==> config.mk <==
export PLATFORM = sky130hd
export DESIGN_NAME = two_level_ready_queue_dispatch_top_flat
export DESIGN_NICKNAME = d
export VERILOG_FILES = /design/src/hdl/tlrq_pkg.sv /design/src/hdl/tlrq_in_if.sv /design/src/hdl/tlrq_out_if.sv /design/src/hdl/tlrq_ring.sv /design/src/hdl/two_level_ready_queue_dispatch_top.sv /design/src/flat_wrapper.sv
export VERILOG_INCLUDE_DIRS = /design/src /design/src/hdl
export SDC_FILE = /design/constraint.sdc
export NUM_CORES = 2
export LEC_CHECK = 0
export CORE_ASPECT_RATIO = 1.25
export CORE_UTILIZATION = 45
export DETAILED_ROUTE_END_ITERATION = 10
export DONT_BUFFER_PORTS = 1
export GPL_TIMING_DRIVEN = 1
export SLEW_MARGIN = 0
export SYNTH_ARGS = -nofsm -noshare
export SYNTH_HDL_FRONTEND = slang
export SYNTH_SLANG_ARGS = --single-unit
==> constraint.sdc <==
create_clock -name clk_i -period 7.7 [get_ports clk_i]
set_input_delay 1.54 -clock clk_i [delete_from_list [all_inputs] [get_ports clk_i]]
set_output_delay 1.54 -clock clk_i [all_outputs]
set_load 0.005 [all_outputs]
==> src/hdl/two_level_ready_queue_dispatch_top_assert.svh <==
// ----------------------------------------------------------------------------
// Assertion macros for the ready-queue dispatcher
// Clocked on clk_i, disabled while rst_ni is low.
// ----------------------------------------------------------------------------
`ifndef TWO_LEVEL_READY_QUEUE_DISPATCH_TOP_ASSERT_SVH
`define TWO_LEVEL_READY_QUEUE_DISPATCH_TOP_ASSERT_SVH

// same-cycle implication
`define TLRQ_ASSERT_NOW(name, ante, cons) \
  name: assert property (@(posedge clk_i) disable iff (!rst_ni) (ante) |-> (cons)) \
    else $error("tlrq assertion failed");

// next-cycle implication
`define TLRQ_ASSERT_NEXT(name, ante, cons) \
  name: assert property (@(posedge clk_i) disable iff (!rst_ni) (ante) |=> (cons)) \
    else $error("tlrq assertion failed");

`endif

==> src/hdl/tlrq_pkg.sv <==
// ----------------------------------------------------------------------------
// tlrq_pkg
// Types and constants shared by the ready-queue dispatcher.
// ----------------------------------------------------------------------------
package tlrq_pkg;

  localparam int unsigned ID_W    = 8;
  localparam int unsigned CNT_W   = 9;
  localparam int unsigned CFG_IDX_W = 1;
  localparam int unsigned CFG_DATA_W = 8;

  localparam logic [CFG_IDX_W-1:0] CFG_PROCESS_LIMIT = 1'b0;
  localparam logic [CFG_IDX_W-1:0] CFG_SIGNAL_CODE   = 1'b1;

  localparam logic [ID_W-1:0] PROCESS_LIMIT_RST = 8'd64;
  localparam logic [ID_W-1:0] SIGNAL_CODE_RST   = 8'd255;
  localparam logic [ID_W-1:0] IDLE_ID           = 8'd0;

  typedef enum logic [1:0] {
    MODE_ENQ_LOW  = 2'd0,
    MODE_ENQ_HIGH = 2'd1,
    MODE_DISPATCH = 2'd2,
    MODE_PROMOTE  = 2'd3
  } mode_e;

  typedef enum logic [1:0] {
    SRC_NONE = 2'd0,
    SRC_HIGH = 2'd1,
    SRC_LOW  = 2'd2
  } source_e;

  typedef enum logic {
    ST_IDLE = 1'b0,
    ST_BUSY = 1'b1
  } state_e;

  typedef struct packed {
    logic            push;
    logic            pop;
    logic [ID_W-1:0] data;
  } ring_ctl_t;

  typedef struct packed {
    logic             full;
    logic             empty;
    logic [CNT_W-1:0] fill;
    logic [ID_W-1:0]  rdata;
  } ring_sts_t;

endpackage

==> src/hdl/tlrq_in_if.sv <==
// ----------------------------------------------------------------------------
// tlrq_in_if
// Request channel: mode and process id.
// ----------------------------------------------------------------------------
interface tlrq_in_if;
  logic                          valid;
  logic                          ready;
  logic [1:0]                    mode;
  logic [tlrq_pkg::ID_W-1:0]     proc_id;

  modport source (output valid, output mode, output proc_id, input ready);
  modport sink   (input valid, input mode, input proc_id, output ready);
endinterface

==> src/hdl/tlrq_out_if.sv <==
// ----------------------------------------------------------------------------
// tlrq_out_if
// Result channel: dispatched id, source ring, reject flag and ring counts.
// ----------------------------------------------------------------------------
interface tlrq_out_if;
  logic                          valid;
  logic                          ready;
  logic [tlrq_pkg::ID_W-1:0]     run_id;
  logic [1:0]                    run_source;
  logic                          rejected;
  logic [tlrq_pkg::CNT_W-1:0]    high_count;
  logic [tlrq_pkg::CNT_W-1:0]    low_count;

  modport source (output valid, output run_id, output run_source, output rejected,
                  output high_count, output low_count, input ready);
  modport sink   (input valid, input run_id, input run_source, input rejected,
                  input high_count, input low_count, output ready);
endinterface

==> src/hdl/tlrq_ring.sv <==
// ----------------------------------------------------------------------------
// tlrq_ring
// FIFO ring of process ids in a synchronous memory with a registered read.
// ----------------------------------------------------------------------------
`include "two_level_ready_queue_dispatch_top_assert.svh"

module tlrq_ring #(
  parameter int unsigned DEPTH = 256
) (
  input  logic                clk_i,
  input  logic                rst_ni,
  input  tlrq_pkg::ring_ctl_t ctl_i,
  output tlrq_pkg::ring_sts_t sts_o
);

  localparam int unsigned PTR_W = $clog2(DEPTH);
  localparam int unsigned FILL_W = $clog2(DEPTH + 1);
  localparam logic [PTR_W-1:0] LAST = PTR_W'(DEPTH - 1);
  localparam logic [FILL_W-1:0] FULL_CNT = FILL_W'(DEPTH);

  logic [tlrq_pkg::ID_W-1:0] mem_q [DEPTH];
  logic [tlrq_pkg::ID_W-1:0] rdata_q;
  logic [PTR_W-1:0]          wr_q, wr_d, rd_q, rd_d;
  logic [FILL_W-1:0]         fill_q, fill_d;
  logic                      full, empty, push_ok, pop_ok;

  assign full    = (fill_q == FULL_CNT);
  assign empty   = (fill_q == '0);
  assign push_ok = ctl_i.push && !full;
  assign pop_ok  = ctl_i.pop && !empty;

  always_comb begin
    wr_d = wr_q;
    rd_d = rd_q;
    if (push_ok) begin
      wr_d = (wr_q == LAST) ? '0 : wr_q + PTR_W'(1);
    end
    if (pop_ok) begin
      rd_d = (rd_q == LAST) ? '0 : rd_q + PTR_W'(1);
    end
    case ({push_ok, pop_ok})
      2'b10:   fill_d = fill_q + FILL_W'(1);
      2'b01:   fill_d = fill_q - FILL_W'(1);
      default: fill_d = fill_q;
    endcase
  end

  always_ff @(posedge clk_i or negedge rst_ni) begin
    if (!rst_ni) begin
      wr_q   <= '0;
      rd_q   <= '0;
      fill_q <= '0;
    end else begin
      wr_q   <= wr_d;
      rd_q   <= rd_d;
      fill_q <= fill_d;
    end
  end

  // storage: write on push, read oldest entry on pop
  always_ff @(posedge clk_i) begin
    if (push_ok) begin
      mem_q[wr_q] <= ctl_i.data;
    end
    if (pop_ok) begin
      rdata_q <= mem_q[rd_q];
    end
  end

  assign sts_o.full  = full;
  assign sts_o.empty = empty;
  assign sts_o.fill  = tlrq_pkg::CNT_W'(fill_q);
  assign sts_o.rdata = rdata_q;

  `TLRQ_ASSERT_NOW(a_fill_bound, 1'b1, fill_q <= FULL_CNT)
  `TLRQ_ASSERT_NOW(a_empty_ptrs, empty, wr_q == rd_q)
  `TLRQ_ASSERT_NEXT(a_push_grows, push_ok && !pop_ok, fill_q == $past(fill_q) + FILL_W'(1))

endmodule

==> src/hdl/two_level_ready_queue_dispatch_top.sv <==
// An accepted request moves into the BUSY state, then loads the result register once that register is free.
// No new request is taken in BUSY, while the ring memory read completes.
// A request is taken while the previous result still waits; the result register holds it.
// Reset (rst_ni low, asynchronous): ring pointers and counts clear, registers return to
// process_limit 64 and signal_code 255; ring contents are not cleared.
// ----------------------------------------------------------------------------
// two_level_ready_queue_dispatch_top
// Strict-priority dispatcher over a high and a low ring of process ids.
// ----------------------------------------------------------------------------
`include "two_level_ready_queue_dispatch_top_assert.svh"

module two_level_ready_queue_dispatch_top #(
  parameter int unsigned RING_DEPTH = 256
) (
  input  logic                                clk_i,
  input  logic                                rst_ni,
  tlrq_in_if.sink                             in_ch,
  tlrq_out_if.source                          out_ch,
  input  logic                                cfg_we_i,
  input  logic [tlrq_pkg::CFG_IDX_W-1:0]      cfg_idx_i,
  input  logic [tlrq_pkg::CFG_DATA_W-1:0]     cfg_data_i
);

  tlrq_pkg::ring_ctl_t lo_ctl, hi_ctl;
  tlrq_pkg::ring_sts_t lo_sts, hi_sts;

  tlrq_pkg::state_e  state_q, state_d;
  tlrq_pkg::source_e src_q, src_d;
  logic              rej_q, rej_d;

  logic [tlrq_pkg::ID_W-1:0] limit_q, sig_q;

  logic                       out_valid_q, out_valid_d;
  logic [tlrq_pkg::ID_W-1:0]  run_q, run_d;
  logic [1:0]                 osrc_q, osrc_d;
  logic                       orej_q, orej_d;
  logic [tlrq_pkg::CNT_W-1:0] hcnt_q, hcnt_d, lcnt_q, lcnt_d;

  logic                       accept, load;
  logic [tlrq_pkg::ID_W-1:0]  pop_id;

  tlrq_ring #(.DEPTH(RING_DEPTH)) u_low (
    .clk_i, .rst_ni, .ctl_i(lo_ctl), .sts_o(lo_sts)
  );

  tlrq_ring #(.DEPTH(RING_DEPTH)) u_high (
    .clk_i, .rst_ni, .ctl_i(hi_ctl), .sts_o(hi_sts)
  );

  always_ff @(posedge clk_i or negedge rst_ni) begin
    if (!rst_ni) begin
      limit_q <= tlrq_pkg::PROCESS_LIMIT_RST;
      sig_q   <= tlrq_pkg::SIGNAL_CODE_RST;
    end else if (cfg_we_i) begin
      unique case (cfg_idx_i)
        tlrq_pkg::CFG_PROCESS_LIMIT: limit_q <= cfg_data_i;
        tlrq_pkg::CFG_SIGNAL_CODE:   sig_q   <= cfg_data_i;
        default: ;
      endcase
    end
  end

  assign in_ch.ready = (state_q == tlrq_pkg::ST_IDLE);
  assign accept      = in_ch.valid && in_ch.ready;
  assign pop_id      = (src_q == tlrq_pkg::SRC_HIGH) ? hi_sts.rdata : lo_sts.rdata;

  always_comb begin
    state_d     = state_q;
    src_d       = src_q;
    rej_d       = rej_q;
    lo_ctl      = '{push: 1'b0, pop: 1'b0, data: in_ch.proc_id};
    hi_ctl      = '{push: 1'b0, pop: 1'b0, data: in_ch.proc_id};
    load        = 1'b0;
    out_valid_d = out_valid_q && !out_ch.ready;
    run_d       = run_q;
    osrc_d      = osrc_q;
    orej_d      = orej_q;
    hcnt_d      = hcnt_q;
    lcnt_d      = lcnt_q;

    unique case (state_q)
      tlrq_pkg::ST_IDLE: begin
        if (accept) begin
          state_d = tlrq_pkg::ST_BUSY;
          src_d   = tlrq_pkg::SRC_NONE;
          rej_d   = 1'b0;
          unique case (tlrq_pkg::mode_e'(in_ch.mode))
            tlrq_pkg::MODE_ENQ_LOW: begin
              lo_ctl.push = 1'b1;
              rej_d       = lo_sts.full;
            end
            tlrq_pkg::MODE_ENQ_HIGH: begin
              hi_ctl.push = 1'b1;
              rej_d       = hi_sts.full;
            end
            tlrq_pkg::MODE_PROMOTE: begin
              lo_ctl.pop  = !lo_sts.empty;
              hi_ctl.push = 1'b1;
              rej_d       = hi_sts.full;
            end
            tlrq_pkg::MODE_DISPATCH: begin
              if (!hi_sts.empty) begin
                hi_ctl.pop = 1'b1;
                src_d      = tlrq_pkg::SRC_HIGH;
              end else if (!lo_sts.empty) begin
                lo_ctl.pop = 1'b1;
                src_d      = tlrq_pkg::SRC_LOW;
              end
            end
            default: ;
          endcase
        end
      end
      tlrq_pkg::ST_BUSY: begin
        // hold until the result register is free
        if (!out_valid_q || out_ch.ready) begin
          load        = 1'b1;
          state_d     = tlrq_pkg::ST_IDLE;
          out_valid_d = 1'b1;
          osrc_d      = src_q;
          orej_d      = rej_q;
          hcnt_d      = hi_sts.fill;
          lcnt_d      = lo_sts.fill;
          run_d       = tlrq_pkg::IDLE_ID;
          if (src_q != tlrq_pkg::SRC_NONE && pop_id != tlrq_pkg::IDLE_ID
              && pop_id < limit_q
              && !(src_q == tlrq_pkg::SRC_HIGH && pop_id == sig_q)) begin
            run_d = pop_id;
          end
        end
      end
      default: state_d = tlrq_pkg::ST_IDLE;
    endcase
  end

  always_ff @(posedge clk_i or negedge rst_ni) begin
    if (!rst_ni) begin
      state_q     <= tlrq_pkg::ST_IDLE;
      out_valid_q <= 1'b0;
      src_q       <= tlrq_pkg::SRC_NONE;
      rej_q       <= 1'b0;
    end else begin
      state_q     <= state_d;
      out_valid_q <= out_valid_d;
      src_q       <= src_d;
      rej_q       <= rej_d;
    end
  end

  always_ff @(posedge clk_i) begin
    run_q  <= run_d;
    osrc_q <= osrc_d;
    orej_q <= orej_d;
    hcnt_q <= hcnt_d;
    lcnt_q <= lcnt_d;
  end

  assign out_ch.valid      = out_valid_q;
  assign out_ch.run_id     = run_q;
  assign out_ch.run_source = osrc_q;
  assign out_ch.rejected   = orej_q;
  assign out_ch.high_count = hcnt_q;
  assign out_ch.low_count  = lcnt_q;

  `TLRQ_ASSERT_NEXT(a_accept_busy, accept, state_q == tlrq_pkg::ST_BUSY)
  `TLRQ_ASSERT_NEXT(a_load_valid, load, out_valid_q && state_q == tlrq_pkg::ST_IDLE)
  `TLRQ_ASSERT_NOW(a_none_idle, out_valid_q && osrc_q == tlrq_pkg::SRC_NONE, run_q == tlrq_pkg::IDLE_ID)

endmodule
==> src/flat_wrapper.sv <==
// flat-port wrapper written by rule: the top's interface ports become plain ports
module two_level_ready_queue_dispatch_top_flat 
#(
  parameter int unsigned RING_DEPTH = 256
)
  (clk_i, rst_ni, cfg_we_i, cfg_idx_i, cfg_data_i, in_ch_valid, in_ch_mode, in_ch_proc_id, in_ch_ready, out_ch_valid, out_ch_run_id, out_ch_run_source, out_ch_rejected, out_ch_high_count, out_ch_low_count, out_ch_ready);
  tlrq_in_if in_ch_i ();
  tlrq_out_if out_ch_i ();
  input  logic clk_i;
  input  logic rst_ni;
  input  logic cfg_we_i;
  input  logic [tlrq_pkg::CFG_IDX_W-1:0] cfg_idx_i;
  input  logic [tlrq_pkg::CFG_DATA_W-1:0] cfg_data_i;
  input wire logic [$bits(in_ch_i.valid)-1:0] in_ch_valid;
  input wire logic [$bits(in_ch_i.mode)-1:0] in_ch_mode;
  input wire logic [$bits(in_ch_i.proc_id)-1:0] in_ch_proc_id;
  output wire logic [$bits(in_ch_i.ready)-1:0] in_ch_ready;
  output wire logic [$bits(out_ch_i.valid)-1:0] out_ch_valid;
  output wire logic [$bits(out_ch_i.run_id)-1:0] out_ch_run_id;
  output wire logic [$bits(out_ch_i.run_source)-1:0] out_ch_run_source;
  output wire logic [$bits(out_ch_i.rejected)-1:0] out_ch_rejected;
  output wire logic [$bits(out_ch_i.high_count)-1:0] out_ch_high_count;
  output wire logic [$bits(out_ch_i.low_count)-1:0] out_ch_low_count;
  input wire logic [$bits(out_ch_i.ready)-1:0] out_ch_ready;
  assign in_ch_i.valid = in_ch_valid;
  assign in_ch_i.mode = in_ch_mode;
  assign in_ch_i.proc_id = in_ch_proc_id;
  assign in_ch_ready = in_ch_i.ready;
  assign out_ch_valid = out_ch_i.valid;
  assign out_ch_run_id = out_ch_i.run_id;
  assign out_ch_run_source = out_ch_i.run_source;
  assign out_ch_rejected = out_ch_i.rejected;
  assign out_ch_high_count = out_ch_i.high_count;
  assign out_ch_low_count = out_ch_i.low_count;
  assign out_ch_i.ready = out_ch_ready;
  two_level_ready_queue_dispatch_top #(.RING_DEPTH(RING_DEPTH)) u_core (.clk_i(clk_i), .rst_ni(rst_ni), .in_ch(in_ch_i), .out_ch(out_ch_i), .cfg_we_i(cfg_we_i), .cfg_idx_i(cfg_idx_i), .cfg_data_i(cfg_data_i));
endmodule
==> flow_summary.json <==
{
  "synth_area_um2": 164000,
  "postCtsSetupBuffers": 0,
  "slew_headroom_pct": -19.2,
  "fin_worst_skew_ns": 0.0749,
  "p_leak_nw": 56.3,
  "ys_ff_latch": 4212,
  "power_density_nw_per_um2": 334,
  "dpl-instance-area_um2": 169000,
  "cts_max_level": 5,
  "peakVddDrop_mv": 0.272,
  "areaGrowthSynthToFinish_pct": 11.3,
  "fin_tns_setup_ns": 0,
  "viasPerCell": 6.11,
  "grt_pass1_wl_mm": 622,
  "synth_compound_area_share_pct": 3.50,
  "die_w_um": 543,
  "violations": "max-slew violations",
  "final_cell_area_um2": 183000,
  "cts.sinks": 4212,
  "grt_util_met1_pct": 30.4,
  "io_buffers": 0,
  "synth_xor_area_share_pct": 0.176,
  "clk_latency_ns": 0.96,
  "whs_ns": 0.277,
  "synthFlopType": "edfxtp_1",
  "grt_max_degree": 513,
  "clock_path_buffers": 4,
  "num_vias": 81000,
  "rsz0062_at_grt": "no",
  "setup_viol": 0,
  "ant_nets": 0,
  "design.core.area_um2": 363000,
  "final.min_clock_period_ns": 5.09,
  "pre_cts_slack_ns": 2.41,
  "drv_slew": 732,
  "async_flop_share_pct": 1.69,
  "track_usage_pct": 23.6,
  "tritoncts": "built",
  "syn_area_per_cell_um2": 20.7,
  "power.total_mw": 61.1,
  "yosys.area.top_type_share_pct": 75.6,
  "initial_utilization_pct": 45.3,
  "ys_types": 77,
  "routed_wl_mm": 438,
  "cp_max_fo": 42,
  "finalWorstSetupSlack_ns": 2.61,
  "place_congestion": 0.858,
  "cts.repair.resized": 0,
  "antenna_found_initial": 5,
  "gr-max-usage-layer": "met2",
  "finalHoldViolCount": 0,
  "drc": 0,
  "die_height_um": 678,
  "synth_top_family_by_area": "multiplexers",
  "crit_path_end_kind": "flip-flop",
  "outcome": "finished, violations left",
  "drv_cap": 0,
  "critical_path_required_ns": 8.38,
  "grtUsageMet3_pct": 3.54,
  "rows": 247,
  "die_area_um2": 368000,
  "place_hpwl_mm": 252,
  "ys_seq_area_share_pct": 76.7,
  "synth-simple-area-share_pct": 2.82,
  "drive_gt1_share_pct": 20.8,
  "drt_iter0_markers": 8731,
  "clk_root_buffer_cell": "clkbuf_16",
  "min_period_over_period_pct": 66.2,
  "grt_pass1_vias": 82600,
  "synthCells": 7957,
  "cts-hold-fix-buffers": 0,
  "synth_edf_count": 4141,
  "fin_nets": 8116,
  "drt-pass1-iter-count": 5,
  "worst_pin_slew_ns": 1.79,
  "instances_no_fill": 13300,
  "start_kind": "flip-flop",
  "timing.rr.start": "u_core.u_high.rd_q[0]$_DFFE_PN0P_",
  "wl_per_cell_um": 33.0,
  "cts_made_buffers": 412,
  "cp.arrival_ns": 5.78,
  "worstSetupPathType": "flip-flop to flip-flop",
  "yosys_warnings": 0,
  "setup.worst_path.start": "u_core.u_high.rd_q[0]$_DFFE_PN0P_",
  "synth.area.mux_share_pct": 14.6,
  "finish.utilization_pct": 50.5,
  "synth-adder-area-share_pct": 0.275,
  "boundaryPins": 55,
  "synth_area_leaders": "edfxtp_1 (76%), mux4_2 (12%), mux2i_1 (2.0%), nor2_1 (1.4%), dfrtp_1 (0.94%)",
  "clock.fmax_ghz": 0.196,
  "syn_nets": 8016,
  "hold_class": "input port to asynchronous set/reset pin",
  "clk_pin_slew_ns": 0.06,
  "use_met2_pct": 39.5,
  "synth_top_area_cell": "edfxtp_1",
  "gr-total-overflow": 0,
  "place_inst": 12500
}
-- layer usage --
layer / vias up / share of wire [%]
li1: 33200 / -
met1: 43200 / 38
met2: 3613 / 50
met3: 868 / 6.8
met4: 4 / 5.4
met5: - / 0.0062
-- layout make-up --
cell class	instances	area (µm²)
inverter	36	140
sequential	4212	126000
multi-input combinational	3232	35300
fill	28700	180000
antenna	3	7.51
clock inverter	255	2780
tap	4855	6070
timing repair buffer	163	1750
clock buffer	501	10900
-- cells by family after synthesis --
kind of cell / count (synthesis)
and+or+nand+nor: 1085
DFF: 4212
buffers and inverters: 513
AOI/OAI and AO/OA: 820
muxes: 1259
adders and majority gates: 35
xor gates and xnor gates: 33
-- synthesized netlist by cell type, drive strengths merged, types with 42 or more instances --
cell / n
a21oi: 134
o21ai: 119
nand2: 235
a221oi: 104
mux2i: 323
nor2: 592
dfrtp: 62
nand3: 72
a22oi: 162
buf: 255
o22ai: 55
edfxtp: 4141
clkbuf: 222
a22o: 57
a211oi: 42
nor2b: 47
mux4: 914
-- worst paths after layout --
check | end | slack [ns] | cells after the start
worst max-delay path | u_core.u_high.rdata_q[5]$_DFFE_PP_ | 2.61 | 8
worst min-delay path | u_core.u_low.fill_q[0]$_DFFE_PN0P_ | 0.28 | 0
worst max register to register | u_core.u_high.rdata_q[5]$_DFFE_PP_ | 2.61 | 8
worst min register to register | u_core.out_ch.rejected$_DFFE_PP_ | 0.45 | 0
max in group asynchronous | u_core.sig_q[0]$_DFFE_PN1P_ | 7.16 | 0
min in group clk_i | u_core.out_ch.rejected$_DFFE_PP_ | 0.45 | 0
-- flip-flops by register name, indices dropped and copies added (netlist names) --
register / flops
u_core.limit_q: 8
u_core.out_ch.high_count: 9
u_core.out_ch.low_count: 9
u_core.out_ch.rejected: 1
u_core.out_ch.run_id: 8
u_core.out_ch.run_source: 2
u_core.out_ch.valid: 1
u_core.rej_q: 1
u_core.sig_q: 8
u_core.src_q: 2
u_core.state_q: 1
u_core.u_high.fill_q: 9
u_core.u_high.mem_q: 2048
u_core.u_high.rd_q: 8
u_core.u_high.rdata_q: 8
u_core.u_high.wr_q: 8
u_core.u_low.fill_q: 9
u_core.u_low.mem_q: 2048
u_core.u_low.rd_q: 8
u_core.u_low.rdata_q: 8
u_core.u_low.wr_q: 8
-- critical path, stage by stage, from the launching register on --
cell      delay [ns]
dfrtp_4         0.95
buf_4           0.75
nor2b_1         1.08
a22oi_1         0.25
a31oi_1         0.36
o221ai_1        0.22
nor3_1          0.76
nor2_1          0.08
a22o_1          0.30
-- cell usage in the layout, fill, tap and decap left out, types with 17 or more instances in the layout --
| cell type | instances |
|---|---|
| a211oi_1 | 42 |
| a21oi_1 | 134 |
| a221oi_1 | 100 |
| a22o_1 | 57 |
| a22oi_1 | 162 |
| a31oi_1 | 28 |
| buf_12 | 18 |
| buf_4 | 128 |
| bufinv_16 | 55 |
| clkbuf_1 | 78 |
| clkbuf_16 | 421 |
| clkinv_1 | 88 |
| clkinv_2 | 74 |
| dfrtp_1 | 51 |
| edfxtp_1 | 4141 |
| ha_1 | 33 |
| inv_1 | 34 |
| mux2_2 | 22 |
| mux2i_1 | 323 |
| mux4_2 | 911 |
| nand2_1 | 233 |
| nand3_1 | 72 |
| nor2_1 | 583 |
| nor2b_1 | 39 |
| nor3_1 | 37 |
| o211ai_1 | 18 |
| o21ai_0 | 108 |
| o221ai_1 | 17 |
| o22ai_1 | 55 |
| xnor2_1 | 24 |
-- where the power goes --
group	internal, mW	leakage [nW]	switching, mW
logic	6.10	11.6	8.60
clock network	11.9	6.65	8.61
registers	25.4	38.1	0.524
Note: power is estimated with default switching activity, not from simulation.
